File: config.mk
export PLATFORM = sky130hd
export DESIGN_NAME = bounded_deque_push_pop_view
export DESIGN_NICKNAME = d
export VERILOG_FILES = /design/src/hdl/bdq_pkg.sv /design/src/hdl/bdq_front.sv /design/src/hdl/bdq_cmd_fifo.sv /design/src/hdl/bdq_back.sv /design/src/hdl/bounded_deque_push_pop_view.sv
export SDC_FILE = /design/constraint.sdc
export NUM_CORES = 1
export LEC_CHECK = 0
export ABC_AREA = 0
export BUFFER_PORTS_ARGS = -buffer_cell sky130_fd_sc_hd__buf_2
export CAP_MARGIN = 25
export CORE_MARGIN = 1
export CORE_UTILIZATION = 30
export DETAILED_ROUTE_END_ITERATION = 12
export GPL_TIMING_DRIVEN = 0
export PLACE_DENSITY = 0.47
export SLEW_MARGIN = 15
export SYNTH_ARGS = -nofsm -noshare
export SYNTH_HDL_FRONTEND = slang
export SYNTH_SLANG_ARGS = --single-unit
File: constraint.sdc
create_clock -name clk -period 15.45 [get_ports clk]
set_input_delay 3.8625 -clock clk [delete_from_list [all_inputs] [get_ports clk]]
set_output_delay 3.8625 -clock clk [all_outputs]
set_load 0.02 [all_outputs]
File: src/hdl/bdq_pkg.sv
// shared types, constants and ring helpers for the bounded deque
// depends on nothing; every other file refers to it by scoped names
package bdq_pkg;

    // ring size and the widths that follow from it
    localparam int DEPTH = 32;
    localparam int IDX_W = (DEPTH > 1) ? $clog2(DEPTH) : 1;
    localparam int CNT_W = $clog2(DEPTH + 1);
    localparam int DATA_W = 32;

    // command queue between the front and the back
    localparam int CMDQ_DEPTH = 2;
    localparam int CMDQ_PTR_W = (CMDQ_DEPTH > 1) ? $clog2(CMDQ_DEPTH) : 1;
    localparam int CMDQ_CNT_W = $clog2(CMDQ_DEPTH + 1);

    typedef logic [IDX_W-1:0] idx_t;
    typedef logic [CNT_W-1:0] cnt_t;

    localparam cnt_t DEPTH_CNT = CNT_W'(DEPTH);
    localparam idx_t LAST_IDX = IDX_W'(DEPTH - 1);

    typedef enum logic [1:0] {
        OP_PUSH_BACK  = 2'd0,
        OP_VIEW       = 2'd1,
        OP_POP_FRONT  = 2'd2,
        OP_PUSH_FRONT = 2'd3
    } op_t;

    typedef enum logic [1:0] {
        ST_OK    = 2'd0,
        ST_EMPTY = 2'd1,
        ST_FULL  = 2'd2
    } status_t;

    typedef struct packed {
        op_t                      op;
        logic signed [DATA_W-1:0] value;
    } req_t;

    typedef struct packed {
        logic signed [DATA_W-1:0] data;
        status_t                  status;
        logic                     last;
    } rsp_t;

    // classified request as it sits in the command queue
    typedef struct packed {
        logic                     is_push;
        logic                     at_front;
        logic                     is_view;
        logic signed [DATA_W-1:0] value;
    } cmd_t;

    // what travels beside the memory read data
    typedef struct packed {
        logic    use_mem;
        status_t status;
        logic    last;
    } meta_t;

    typedef enum logic {
        BK_IDLE = 1'b0,
        BK_VIEW = 1'b1
    } back_state_t;

    // base + off modulo DEPTH, with base < DEPTH and off < DEPTH
    function automatic idx_t ring_add(idx_t base, cnt_t off);
        logic [CNT_W:0] sum;
        sum = (CNT_W + 1)'(base) + (CNT_W + 1)'(off);
        if (sum >= (CNT_W + 1)'(DEPTH))
        begin
            sum = sum - (CNT_W + 1)'(DEPTH);
        end
        return sum[IDX_W-1:0];
    endfunction

    function automatic idx_t ring_inc(idx_t base);
        idx_t res;
        if (base == LAST_IDX)
        begin
            res = '0;
        end
        else
        begin
            res = base + idx_t'(1);
        end
        return res;
    endfunction

    function automatic idx_t ring_dec(idx_t base);
        idx_t res;
        if (base == '0)
        begin
            res = LAST_IDX;
        end
        else
        begin
            res = base - idx_t'(1);
        end
        return res;
    endfunction

endpackage

File: src/hdl/bdq_front.sv
// front stage: takes requests, decodes the opcode into a command
// depends on bdq_pkg
module bdq_front (
    input  logic          clk,
    input  logic          rst_n,
    input  logic          req_valid,
    output logic          req_stall,
    input  bdq_pkg::req_t req,
    input  logic          cmdq_full,
    output logic          cmdq_push,
    output bdq_pkg::cmd_t cmdq_cmd
);

    logic          hold_valid_reg;
    logic          hold_valid_next;
    bdq_pkg::cmd_t hold_cmd_reg;
    bdq_pkg::cmd_t dec_cmd;
    logic          accept;

    // opcode decode
    always_comb
    begin
        dec_cmd = '0;
        dec_cmd.value = req.value;
        unique case (req.op)
            bdq_pkg::OP_PUSH_BACK:
            begin
                dec_cmd.is_push = 1'b1;
            end
            bdq_pkg::OP_PUSH_FRONT:
            begin
                dec_cmd.is_push = 1'b1;
                dec_cmd.at_front = 1'b1;
            end
            bdq_pkg::OP_VIEW:
            begin
                dec_cmd.is_view = 1'b1;
            end
            bdq_pkg::OP_POP_FRONT:
            begin
                dec_cmd.is_push = 1'b0;
            end
            default:
            begin
                dec_cmd.is_push = 1'b0;
            end
        endcase
    end

    assign req_stall = hold_valid_reg && cmdq_full;
    assign accept = req_valid && !req_stall;
    assign cmdq_push = hold_valid_reg && !cmdq_full;
    assign cmdq_cmd = hold_cmd_reg;
    assign hold_valid_next = accept || (hold_valid_reg && cmdq_full);

    always_ff @(posedge clk or negedge rst_n)
    begin
        if (!rst_n)
        begin
            hold_valid_reg <= 1'b0;
        end
        else
        begin
            hold_valid_reg <= hold_valid_next;
        end
    end

    always_ff @(posedge clk)
    begin
        if (accept)
        begin
            hold_cmd_reg <= dec_cmd;
        end
    end

endmodule

File: src/hdl/bdq_cmd_fifo.sv
// short command queue between the front and the back
// depends on bdq_pkg
module bdq_cmd_fifo (
    input  logic          clk,
    input  logic          rst_n,
    input  logic          push,
    input  bdq_pkg::cmd_t push_cmd,
    output logic          full,
    input  logic          pop,
    output bdq_pkg::cmd_t pop_cmd,
    output logic          not_empty
);

    localparam logic [bdq_pkg::CMDQ_PTR_W-1:0] PTR_LAST =
        bdq_pkg::CMDQ_PTR_W'(bdq_pkg::CMDQ_DEPTH - 1);
    localparam logic [bdq_pkg::CMDQ_CNT_W-1:0] CNT_FULL =
        bdq_pkg::CMDQ_CNT_W'(bdq_pkg::CMDQ_DEPTH);
    localparam logic [bdq_pkg::CMDQ_CNT_W-1:0] CNT_ONE =
        bdq_pkg::CMDQ_CNT_W'(1);

    bdq_pkg::cmd_t slots [bdq_pkg::CMDQ_DEPTH];

    logic [bdq_pkg::CMDQ_PTR_W-1:0] wr_ptr_reg;
    logic [bdq_pkg::CMDQ_PTR_W-1:0] wr_ptr_next;
    logic [bdq_pkg::CMDQ_PTR_W-1:0] rd_ptr_reg;
    logic [bdq_pkg::CMDQ_PTR_W-1:0] rd_ptr_next;
    logic [bdq_pkg::CMDQ_CNT_W-1:0] count_reg;
    logic [bdq_pkg::CMDQ_CNT_W-1:0] count_next;
    logic                            do_push;
    logic                            do_pop;

    assign full = (count_reg == CNT_FULL);
    assign not_empty = (count_reg != '0);
    assign do_push = push && !full;
    assign do_pop = pop && not_empty;
    assign pop_cmd = slots[rd_ptr_reg];

    always_comb
    begin
        wr_ptr_next = wr_ptr_reg;
        rd_ptr_next = rd_ptr_reg;
        count_next = count_reg;
        if (do_push)
        begin
            wr_ptr_next = (wr_ptr_reg == PTR_LAST) ? '0 : wr_ptr_reg + 1'b1;
        end
        if (do_pop)
        begin
            rd_ptr_next = (rd_ptr_reg == PTR_LAST) ? '0 : rd_ptr_reg + 1'b1;
        end
        if (do_push && !do_pop)
        begin
            count_next = count_reg + CNT_ONE;
        end
        else if (do_pop && !do_push)
        begin
            count_next = count_reg - CNT_ONE;
        end
    end

    always_ff @(posedge clk or negedge rst_n)
    begin
        if (!rst_n)
        begin
            wr_ptr_reg <= '0;
            rd_ptr_reg <= '0;
            count_reg <= '0;
        end
        else
        begin
            wr_ptr_reg <= wr_ptr_next;
            rd_ptr_reg <= rd_ptr_next;
            count_reg <= count_next;
        end
    end

    always_ff @(posedge clk)
    begin
        if (do_push)
        begin
            slots[wr_ptr_reg] <= push_cmd;
        end
    end

endmodule

File: src/hdl/bdq_back.sv
// back end: ring memory, pointers, view sequencer and result register
// depends on bdq_pkg
module bdq_back (
    input  logic          clk,
    input  logic          rst_n,
    input  logic          cmd_valid,
    input  bdq_pkg::cmd_t cmd,
    output logic          cmd_pop,
    output logic          rsp_valid,
    input  logic          rsp_stall,
    output bdq_pkg::rsp_t rsp
);

    logic signed [bdq_pkg::DATA_W-1:0] mem [bdq_pkg::DEPTH];

    bdq_pkg::back_state_t state_reg;
    bdq_pkg::back_state_t state_next;

    bdq_pkg::idx_t front_reg;
    bdq_pkg::idx_t front_next;
    bdq_pkg::cnt_t fill_reg;
    bdq_pkg::cnt_t fill_next;
    bdq_pkg::idx_t pos_reg;
    bdq_pkg::idx_t pos_next;
    bdq_pkg::cnt_t left_reg;
    bdq_pkg::cnt_t left_next;

    // read stage
    logic                              pend_valid_reg;
    logic                              pend_valid_next;
    bdq_pkg::meta_t                    pend_meta_reg;
    logic signed [bdq_pkg::DATA_W-1:0] rdata_reg;

    // result register
    logic          out_valid_reg;
    logic          out_valid_next;
    bdq_pkg::rsp_t out_reg;

    logic           advance;
    logic           issue_ok;
    logic           take;
    logic           issue;
    bdq_pkg::meta_t issue_meta;
    logic           mem_we;
    logic           mem_re;
    bdq_pkg::idx_t  waddr;
    bdq_pkg::idx_t  raddr;

    assign advance = pend_valid_reg && (!out_valid_reg || !rsp_stall);
    assign issue_ok = !pend_valid_reg || advance;
    assign take = (state_reg == bdq_pkg::BK_IDLE) && cmd_valid && issue_ok;

    // next state
    always_comb
    begin
        state_next = state_reg;
        unique case (state_reg)
            bdq_pkg::BK_IDLE:
            begin
                if (take && !cmd.is_push && cmd.is_view && (fill_reg > bdq_pkg::cnt_t'(1)))
                begin
                    state_next = bdq_pkg::BK_VIEW;
                end
            end
            bdq_pkg::BK_VIEW:
            begin
                if (issue_ok && (left_reg == bdq_pkg::cnt_t'(1)))
                begin
                    state_next = bdq_pkg::BK_IDLE;
                end
            end
            default:
            begin
                state_next = bdq_pkg::BK_IDLE;
            end
        endcase
    end

    // datapath control
    always_comb
    begin
        cmd_pop = 1'b0;
        issue = 1'b0;
        issue_meta = '0;
        issue_meta.status = bdq_pkg::ST_OK;
        mem_we = 1'b0;
        mem_re = 1'b0;
        waddr = front_reg;
        raddr = front_reg;
        front_next = front_reg;
        fill_next = fill_reg;
        pos_next = pos_reg;
        left_next = left_reg;
        unique case (state_reg)
            bdq_pkg::BK_IDLE:
            begin
                if (take)
                begin
                    cmd_pop = 1'b1;
                    issue = 1'b1;
                    issue_meta.last = 1'b1;
                    if (cmd.is_push)
                    begin
                        if (fill_reg == bdq_pkg::DEPTH_CNT)
                        begin
                            issue_meta.status = bdq_pkg::ST_FULL;
                        end
                        else
                        begin
                            mem_we = 1'b1;
                            fill_next = fill_reg + bdq_pkg::cnt_t'(1);
                            if (cmd.at_front)
                            begin
                                waddr = bdq_pkg::ring_dec(front_reg);
                                front_next = bdq_pkg::ring_dec(front_reg);
                            end
                            else
                            begin
                                waddr = bdq_pkg::ring_add(front_reg, fill_reg);
                            end
                        end
                    end
                    else if (fill_reg == '0)
                    begin
                        issue_meta.status = bdq_pkg::ST_EMPTY;
                    end
                    else
                    begin
                        mem_re = 1'b1;
                        issue_meta.use_mem = 1'b1;
                        if (cmd.is_view)
                        begin
                            issue_meta.last = (fill_reg == bdq_pkg::cnt_t'(1));
                            pos_next = bdq_pkg::ring_inc(front_reg);
                            left_next = fill_reg - bdq_pkg::cnt_t'(1);
                        end
                        else
                        begin
                            front_next = bdq_pkg::ring_inc(front_reg);
                            fill_next = fill_reg - bdq_pkg::cnt_t'(1);
                        end
                    end
                end
            end
            bdq_pkg::BK_VIEW:
            begin
                if (issue_ok)
                begin
                    issue = 1'b1;
                    mem_re = 1'b1;
                    raddr = pos_reg;
                    issue_meta.use_mem = 1'b1;
                    issue_meta.last = (left_reg == bdq_pkg::cnt_t'(1));
                    pos_next = bdq_pkg::ring_inc(pos_reg);
                    left_next = left_reg - bdq_pkg::cnt_t'(1);
                end
            end
            default:
            begin
                issue = 1'b0;
            end
        endcase
    end

    assign pend_valid_next = issue || (pend_valid_reg && !advance);
    assign out_valid_next = advance || (out_valid_reg && rsp_stall);

    always_ff @(posedge clk or negedge rst_n)
    begin
        if (!rst_n)
        begin
            state_reg <= bdq_pkg::BK_IDLE;
            front_reg <= '0;
            fill_reg <= '0;
            pos_reg <= '0;
            left_reg <= '0;
            pend_valid_reg <= 1'b0;
            out_valid_reg <= 1'b0;
        end
        else
        begin
            state_reg <= state_next;
            front_reg <= front_next;
            fill_reg <= fill_next;
            pos_reg <= pos_next;
            left_reg <= left_next;
            pend_valid_reg <= pend_valid_next;
            out_valid_reg <= out_valid_next;
        end
    end

    // ring memory, one access per cycle, registered read
    always_ff @(posedge clk)
    begin
        if (mem_we)
        begin
            mem[waddr] <= cmd.value;
        end
        if (mem_re)
        begin
            rdata_reg <= mem[raddr];
        end
    end

    always_ff @(posedge clk)
    begin
        if (issue)
        begin
            pend_meta_reg <= issue_meta;
        end
        if (advance)
        begin
            out_reg.data <= pend_meta_reg.use_mem ? rdata_reg : '0;
            out_reg.status <= pend_meta_reg.status;
            out_reg.last <= pend_meta_reg.last;
        end
    end

    assign rsp_valid = out_valid_reg;
    assign rsp = out_reg;

endmodule

File: src/hdl/bounded_deque_push_pop_view.sv
// top level of the bounded double-ended queue
// depends on bdq_pkg, bdq_front, bdq_cmd_fifo and bdq_back
//
// usage
//   request channel: req_valid / req_stall / req (op, value). a request is
//   taken on a rising edge with req_valid high and req_stall low.
//   op: push back, view all, pop front, push front.
//   response channel: rsp_valid / rsp_stall / rsp (data, status, last).
//   every push or pop gives one response; a view gives one response per
//   stored entry, front to back, with last set on the final one. a pop or
//   view of an empty store, or a push into a full one, gives a single
//   response carrying the empty or full status.
// timing
//   a request passes the front register, the command queue and the memory
//   read register before it reaches the response register.
//   push and pop sustain one request per cycle while rsp_stall is low;
//   a view holds the back end while its single ring read port reads each entry.
// reset
//   rst_n clears pointers, fill count and all valid flags: the store is
//   empty. ring memory contents are not cleared and need no sweep.
// backpressure
//   while rsp_stall is high the response register holds its value, the
//   read stage and the command queue fill, and then req_stall rises.
module bounded_deque_push_pop_view (
    input  logic          clk,
    input  logic          rst_n,
    input  logic          req_valid,
    output logic          req_stall,
    input  bdq_pkg::req_t req,
    output logic          rsp_valid,
    input  logic          rsp_stall,
    output bdq_pkg::rsp_t rsp
);

    // front to queue
    logic          fq_push;
    logic          fq_full;
    bdq_pkg::cmd_t fq_cmd;

    // queue to back
    logic          qb_valid;
    logic          qb_pop;
    bdq_pkg::cmd_t qb_cmd;

    // request decode and hold register
    bdq_front u_front (
        .clk       (clk),
        .rst_n     (rst_n),
        .req_valid (req_valid),
        .req_stall (req_stall),
        .req       (req),
        .cmdq_full (fq_full),
        .cmdq_push (fq_push),
        .cmdq_cmd  (fq_cmd)
    );

    // decouples request intake from the back end
    bdq_cmd_fifo u_cmd_fifo (
        .clk       (clk),
        .rst_n     (rst_n),
        .push      (fq_push),
        .push_cmd  (fq_cmd),
        .full      (fq_full),
        .pop       (qb_pop),
        .pop_cmd   (qb_cmd),
        .not_empty (qb_valid)
    );

    // ring storage, pointer update and response generation
    bdq_back u_back (
        .clk       (clk),
        .rst_n     (rst_n),
        .cmd_valid (qb_valid),
        .cmd       (qb_cmd),
        .cmd_pop   (qb_pop),
        .rsp_valid (rsp_valid),
        .rsp_stall (rsp_stall),
        .rsp       (rsp)
    );

endmodule
==> reports/qor.csv, run 1 <==
stage;metric;value;unit
status;status;finished clean;
die;IO Pins;75;
sta;final setup skew;0.0287;ns
setup_path;Worst setup EP type;flip-flop;
global_routing;number of global-route vias before repair;27200;
clock_tree;CTS tree;built;
detailed_routing;Routed WL;131;mm
clock_tree;Sink Count;1230;
die;Die Ht;403;um
die;cell row count;146;
final_layout;NumNets Final;3461;
pwr;maximum VDD drop;0.123;mV
setup_path;critical path cell sequence;buf_2 > and3_1 > buf_6 > o211ai_2 > clkbuf_1 > clkbuf_1 > a21oi_1 > a22oi_1 > nand4_1;
synthesis;sequential cell area fraction in the yosys report;76.3;%
synthesis;mean post-synth cell area;15.6;um2
setup_path;reg-to-reg endpoint;u_back.mem[21][13];
detailed_routing;initial drt markers;2171;
global_routing;largest net degree at the start of global routing;34;
synthesis;Post-synth EDFFs;1200;
sta;RSZ-0062 raised after global routing;no;
global_routing;global-route wire length before repair;189;mm
setup_path;CP Launch Type;input pin;
sta;worst slew pin tran;1.12;ns
place;Port Buffer Count;74;
detailed_routing;DR pass1 iterations;5;
synthesis;Post-Syn Nets;3156;
clock_tree;quantity of hold-fixing buffers added after cts;0;
sta;Final Setup Violations;0;
detailed_routing;drt drc;0;
global_routing;antenna violations before repair;3;
final_layout;largest registers;u_back.mem x1024, u_cmd_fifo.slots x70;
setup_path;Critical path origin;rsp_stall;
clock_tree;clk_lat worst skew;0.76;ns
setup_path;worst path bufs/invs;4;
final_layout;Final Cell Area;0.0567;mm2
clock_tree;Num CTS Buffers;132;
synthesis;Mapped Area;0.0482;mm2
setup_path;CP delay by family, top;buffers and inverters;
synthesis;#FFs+latches synth;1230;
clock_tree;CTS HTree Levels;4;
final_layout;Biggest register;u_back.mem;
synthesis;Synth Instances;3099;
clock_tree;CTS max path bufs;3;
setup_path;Worst Reg-to-Reg Cells;12;
die;Die Wd;403;um
setup_path;WP depth;9;
setup_path;worst r2r src;u_back.front_reg[0];
flow_run;Max Cap Viol;0;
sta;total negative slack;0;ns
sta;final worst setup slack;8.37;ns
setup_path;critical path's most frequent cell;clkbuf_1;
sta;Final min period;7.08;ns
synthesis;synth unique cells;58;
sta;max frequency;141;MHz
global_routing;gr ovfl total;0;
sta;slew margin rel.;25.1;%
clock_tree;post_cts resized;0;
setup_path;register-to-register setup slack;10.59;ns
final_layout;fin util;35.7;%
die;Core ar.;0.159;mm2
final_layout;layout cells sized above 1;13.6;%
setup_path;Worst EP required;15.89;ns
final_layout;Area Overhead vs Synth;17.6;%
setup_path;CP peak stage delay;0.85;ns
setup_path;Setup CP Type;input pin to flip-flop;
final_layout;most frequent cells in the layout;edfxtp_1 (1200), nand2_1 (413), mux2i_1 (325);
sta;period utilization;45.8;%
sta;max-slew violations;0;
place;pre-CTS setup slack;7.64;ns
setup_path;crit path to;u_back.rdata_reg[25];
worst_hold_path;Hold Path Class;flip-flop to flip-flop;
synthesis;async set-reset flop share out of synthesis;2.44;%
detailed_routing;DRT antenna net count;0;
die;Initial Utilization;30.3;%
die;die area;0.162;mm2
detailed_routing;Vias/cell;4.84;
synthesis;Ys Warns;0;
place;DP Wirelength;92.2;mm
place;gpl congestion;0.791;
global_routing;Total GRT Usage;16.1;%
final_layout;most common library cell in the layout ignoring fill and taps;edfxtp_1;
detailed_routing;wire per inst;23.5;um
pwr;power per cell area;196;mW/mm2
pwr;Leak;19.1;nW
setup_path;slowest stage cell, crit path;clkbuf_1;
sta;Hold Vio Cnt, Final;0;
final_layout;Largest register FFs;1024;
clock_tree;root buffer cell;clkbuf_16;
clock_tree;post-CTS setup buffer count;0;
setup_path;Critical Path AT;7.52;ns
clock_tree;Clock Pin Slew Worst Setup and Hold Paths;0.06;ns
detailed_routing;Vias;27000;
worst_hold_path;hold depth;0;
place;Placed Area;0.0526;mm2
synthesis;top_reg_cell synth;edfxtp_1;
setup_path;Crit Path Max Fanout;10;
cell usage after synthesis, types with 10 or more instances:
master | number | area, um2
edfxtp_1 | 1200 | 36000
nand2_1 | 413 | 1550
mux2i_1 | 325 | 3250
nor2_1 | 229 | 860
a21oi_1 | 151 | 756
clkbuf_1 | 113 | 424
nand3_1 | 82 | 410
a22oi_1 | 67 | 503
a32oi_1 | 64 | 561
o2111ai_1 | 64 | 561
buf_2 | 49 | 245
mux2_2 | 36 | 405
and2_1 | 35 | 219
nand4_1 | 35 | 219
dfrtp_1 | 30 | 751
nor3_1 | 28 | 140
o21ai_0 | 22 | 110
ha_1 | 18 | 225
inv_1 | 18 | 67.6
buf_1 | 13 | 48.8
xor2_1 | 10 | 87.6
worst min-delay path by stage:
stage | end | start | slack [ns]
final | u_back.rsp[2] | u_back.pend_meta_reg[2] | 0.42
after global routing | u_back.rsp[2] | u_back.pend_meta_reg[2] | 0.42
after CTS | u_back.rsp[2] | u_back.pend_meta_reg[2] | 0.42
after detailed placement | u_back.rsp[2] | u_back.pend_meta_reg[2] | 0.40
after global placement | u_back.rsp[2] | u_back.pend_meta_reg[2] | 0.40
after floorplan | u_back.rsp[0] | u_back.pend_meta_reg[0] | 0.40
layout make-up:
cell class | instances | area (um2)
repair buffers | 171 | 1550
multi-input cells | 1673 | 10900
diodes | 3 | 7.51
clock inverters | 76 | 582
fillers | 15200 | 102000
well taps | 2072 | 2590
plain buffers | 177 | 741
inverters | 19 | 71.3
clock buffers | 159 | 3510
flip-flops and latches | 1230 | 36800
kinds of logic (layout without fill, tap and decap cells):
logic type / after synthesis / in the layout / synth area share (%)
adder cells (fa/ha/maj): 19 / 19 / 0.508
other: 0 / 3 / 0
AND/OR/NAND/NOR: 862 / 862 / 7.66
AO/OA/AOI/OAI: 411 / 411 / 5.91
XOR/XNOR: 20 / 20 / 0.392
buffers and inverters: 196 / 602 / 1.68
multiplexers: 361 / 361 / 7.58
flip-flops: 1230 / 1230 / 76.3
worst reg2reg max path: stages, from the launching register on:
cell and delay [ns]:
dfrtp_1 0.40, clkbuf_1 0.29, inv_1 0.30, ha_1 0.32, nand2b_1 0.11, or3_1 0.39
nand3_1 0.11, o21ai_0 0.19, nand3b_1 0.77, nor3_2 0.89, buf_4 0.33, buf_4 0.23
buf_4 0.22
power by group:
| group | switching (mW) | internal [mW] | leakage [nW] |
|---|---|---|---|
| sequential | 0.0813 | 4.33 | 11.3 |
| combinational | 2.68 | 1.00 | 5.82 |
| clock | 1.30 | 1.74 | 2.00 |
| total | 4.07 | 7.06 | 19.1 |
per-stage QoR:
| stage | power, mW | hold WS [ns] | instances |
|---|---|---|---|
| after floorplan | 6.62 | 0.400 | 3099 |
| after global placement | 8.10 | 0.403 | 5245 |
| after detailed placement | 8.18 | 0.405 | 5339 |
| after CTS | 11.2 | 0.419 | 5574 |
| after global routing | 11.6 | 0.422 | 5577 |
| final | 11.1 | 0.417 | 5580 |
metal layers:
metal	track usage [%]	share of wire (%)
met5	0	0
met4	4.82	2.3
met3	2.72	4.7
met2	26.2	47
met1	21.8	46
Power figures use the tool's default switching activity.
==> run 2: changes to the inputs <==
--- a/config.mk
+++ b/config.mk
@@ -5,7 +5,7 @@
 export SDC_FILE = /design/constraint.sdc
 export NUM_CORES = 1
 export LEC_CHECK = 0
-export ABC_AREA = 0
+export ABC_AREA = 1
 export BUFFER_PORTS_ARGS = -buffer_cell sky130_fd_sc_hd__buf_2
 export CAP_MARGIN = 25
 export CORE_MARGIN = 1
==> constraint.sdc (replaced) <==
create_clock -name clk -period 6.8 [get_ports clk]
set_input_delay 1.7 -clock clk [delete_from_list [all_inputs] [get_ports clk]]
set_output_delay 1.7 -clock clk [all_outputs]
set_load 0.02 [all_outputs]
==> run 2 against run 1 <==
Against the previous run:
- cell area grew 12%
- register-to-register slack lost 7.6 ns
- non-clock buffer count grew 50
- routed wire length grew 26%
- flip-flop and latch count is the same
==> reports/qor.csv, run 2 <==
stage;metric;value;unit;change
clock_tree;Sink Count;1230;;unchanged
final_layout;layout cells sized above 1;11.5;%;-2.1 points
clock_tree;post_cts resized;0;;unchanged
final_layout;fin util;35.8;%;+0.092 points
global_routing;global-route wire length before repair;237;mm;+25%
synthesis;synth unique cells;38;;-34%
final_layout;Area Overhead vs Synth;18.1;%;
clock_tree;post-CTS setup buffer count;0;;unchanged
final_layout;most common library cell in the layout ignoring fill and taps;edfxtp_1;;
synthesis;Ys Warns;0;;unchanged
setup_path;reg-to-reg endpoint;u_back.rdata_reg[19];;
setup_path;Critical Path AT;4.88;ns;-2.64 ns
detailed_routing;wire per inst;21.1;um;-10%
final_layout;fin cells;7837;;+40%
place;gpl congestion;0.876;;+11%
clock_tree;Num CTS Buffers;144;;+9.1%
synthesis;Synth area leaders;edfxtp_1 (67%), nand3_1 (11%), nand2_1 (8.2%);;
die;Core ar.;0.177;mm2;+11%
detailed_routing;DRT antenna net count;0;;unchanged
global_routing;antenna violations before repair;19;;+16
die;Initial Utilization;30.3;%;-0.044 points
setup_path;Critical path origin;rsp_stall;;
place;dpl cells;7576;;+42%
synthesis;#FFs+latches synth;1230;;unchanged
detailed_routing;Vias;35800;;+32%
die;IO Pins;75;;unchanged
setup_path;slowest stage cell, crit path;nand3_2;;
detailed_routing;Routed WL;166;mm;+26%
clock_tree;Clock Pin Slew Worst Setup and Hold Paths;0.06;ns;about the same
sta;max frequency;228;MHz;
clock_tree;clk_lat worst skew;0.75;ns;about the same
flow_run;Max Cap Viol;0;;unchanged
synthesis;Post-synth EDFFs;1200;;unchanged
pwr;power per cell area;525;mW/mm2;+170%
worst_hold_path;hold depth;0;;unchanged
clock_tree;quantity of hold-fixing buffers added after cts;0;;unchanged
pwr;Leak;26.7;nW;+40%
worst_hold_path;Hold Path Class;flip-flop to flip-flop;;
final_layout;largest registers;u_back.mem x1024, u_cmd_fifo.slots x70;;
status;status;finished clean;;
sta;Final Setup Violations;0;;unchanged
setup_path;CP peak stage delay;0.49;ns;-0.36 ns
final_layout;Largest register FFs;1024;;unchanged
sta;RSZ-0062 raised after global routing;no;;
final_layout;NumNets Final;5439;;+57%
clock_tree;CTS max path bufs;3;;unchanged
setup_path;critical path's most frequent cell;nand2_1;;
global_routing;largest net degree at the start of global routing;36;;+5.9%
die;cell row count;154;;+5.5%
die;Die Wd;425;um;+5.4%
sta;final setup skew;0.0190;ns;-0.00977 ns
setup_path;Worst setup EP type;flip-flop;;
setup_path;register-to-register setup slack;3.04;ns;-7.55 ns
global_routing;Total GRT Usage;18.2;%;+2.2 points
detailed_routing;drt drc;0;;unchanged
synthesis;Post-synth top cells;edfxtp_1 (1200), nand2_1 (1166), nand3_1 (1147);;
setup_path;Worst EP required;7.30;ns;-8.59 ns
clock_tree;CTS HTree Levels;4;;unchanged
global_routing;gr ovfl total;0;;unchanged
setup_path;Setup CP Type;input pin to flip-flop;;
synthesis;async set-reset flop share out of synthesis;2.44;%;unchanged
global_routing;number of global-route vias before repair;33900;;+25%
sta;max-slew violations;0;;unchanged
sta;worst slew pin tran;1.12;ns;-0.00558 ns
synthesis;Mapped Area;0.0536;mm2;+11%
place;DP Wirelength;118;mm;+28%
sta;period utilization;64.4;%;
synthesis;count leader, synth;edfxtp_1;;
synthesis;sequential cell area fraction in the yosys report;68.6;%;-7.6 points
synthesis;share of the synthesized area in the top cell type;67.2;%;-7.5 points
sta;slew margin rel.;25.0;%;-0.13 points
setup_path;Crit Path Max Fanout;11;;+1
setup_path;critical path cell sequence;buf_2 > nand3_2 > nand3_2 > nand2_2 > buf_2 > buf_2 > nand2_1 > nand3_1 > nand3_1 > nand3_1 > nand2_1 > nand2_1 > nand2_1;;
setup_path;Worst Reg-to-Reg Cells;12;;unchanged
clock_tree;root buffer cell;clkbuf_16;;
setup_path;crit path to;u_back.rdata_reg[19];;
detailed_routing;Vias/cell;4.56;;-5.8%
synthesis;Synth Instances;5094;;+64%
final_layout;Filler cells;17600;;+16%
die;Die Ht;425;um;+5.4%
sta;total negative slack;0;ns;unchanged
setup_path;CP Launch Type;input pin;;
synthesis;Yosys top cell by area;edfxtp_1;;
detailed_routing;DR pass1 iterations;6;;+1
clock_tree;CTS tree;built;;
detailed_routing;initial drt markers;3139;;+45%
place;Port Buffer Count;74;;unchanged
sta;Final min period;4.38;ns;
sta;Hold Vio Cnt, Final;0;;unchanged
setup_path;worst r2r src;u_back.rsp_valid;;
synthesis;top_reg_cell synth;edfxtp_1;;
final_layout;most frequent cells in the layout;edfxtp_1 (1200), nand3_1 (1147), nand2_1 (1134);;
synthesis;Post-Syn Nets;5151;;+63%
die;die area;0.180;mm2;+11%
final_layout;Biggest register;u_back.mem;;
synthesis;mean post-synth cell area;10.5;um2;-32%
pwr;maximum VDD drop;0.264;mV;+120%
-- run 2: cell types whose count changed after synthesis, moves of 36 or more --
cell,change
a22oi_1,-66
o2111ai_1,-64
clkbuf_1,-66
inv_1,+1079
a32oi_1,-64
mux2i_1,-325
nand3_1,+1065
buf_2,+108
a21oi_1,-139
mux2_2,-36
nand2_1,+753
nor2_1,-167
-- run 2: kinds of logic after synthesis --
kind of cell	share of synthesized area (%)
adders and majority gates	0.457
DFF	68.6
buffers and inverters	10.2
and+or+nand+nor	19.6
xor gates and xnor gates	0.310
AOI/OAI and AO/OA	0.768
-- run 2: per-layer routing --
metal	track usage, %	vias to the layer above	routed length (um)	share of wire, %
li1	-	17200	-	-
met3	2.32	178	9040	5.5
met1	24.6	17400	72300	44
met4	5.42	0	4370	2.6
met5	0	-	0	0
met2	30.5	994	79800	48
-- run 2: area by class of cell --
cell class                      instances  area [um2]  area share, %
Antenna cell                            7        17.5         0.0277
Buffer                                256        1330           2.09
Clock buffer                          183        3860           6.10
Clock inverter                         71         622          0.982
Inverter                             1106        4150           6.56
Multi-Input combinational cell       2502       11700           18.5
Sequential cell                      1230       36800           58.1
Tap cell                             2340        2930           4.62
Timing Repair Buffer                  142        1890           2.99
-- run 2: report_power, final --
part           switching (mW)  total, mW  internal (mW)
logic                    11.5       15.3           3.80
registers               0.251       10.5           10.2
clock network            3.09       7.42           4.32
total                    14.9       33.2           18.4
-- run 2: how the worst min path moves through the flow --
stage / slack, ns / endpoint / startpoint
final: 0.42 / u_back.rsp[2] / u_back.pend_meta_reg[2]
after global placement: 0.41 / u_back.rsp[0] / u_back.pend_meta_reg[0]
after floorplan: 0.40 / u_back.rsp[0] / u_back.pend_meta_reg[0]
after detailed placement: 0.41 / u_back.rsp[1] / u_back.pend_meta_reg[1]
after global routing: 0.42 / u_back.rsp[2] / u_back.pend_meta_reg[2]
after CTS: 0.42 / u_back.rsp[2] / u_back.pend_meta_reg[2]
-- run 2: critical path, delay by kind of cell --
family	cells	cell delay, ns
simple gates	10	2.17
buf+inv	3	0.95
-- run 2: metrics by stage --
| step | hold slack [ns] | cell area [um2] | setup WS, ns | power (mW) |
|---|---|---|---|---|
| 3_3_place_gp | 0.408 | 56900 | -1.08 | 25.4 |
| 5_1_grt | 0.415 | 63300 | 2.43 | 34.8 |
| 2_1_floorplan | 0.400 | 53600 | 1.60 | 18.6 |
| 6_report | 0.422 | 63300 | 2.42 | 33.2 |
| 4_1_cts | 0.416 | 63300 | 2.48 | 33.5 |
| 3_5_place_dp | 0.408 | 58800 | 1.67 | 26.0 |
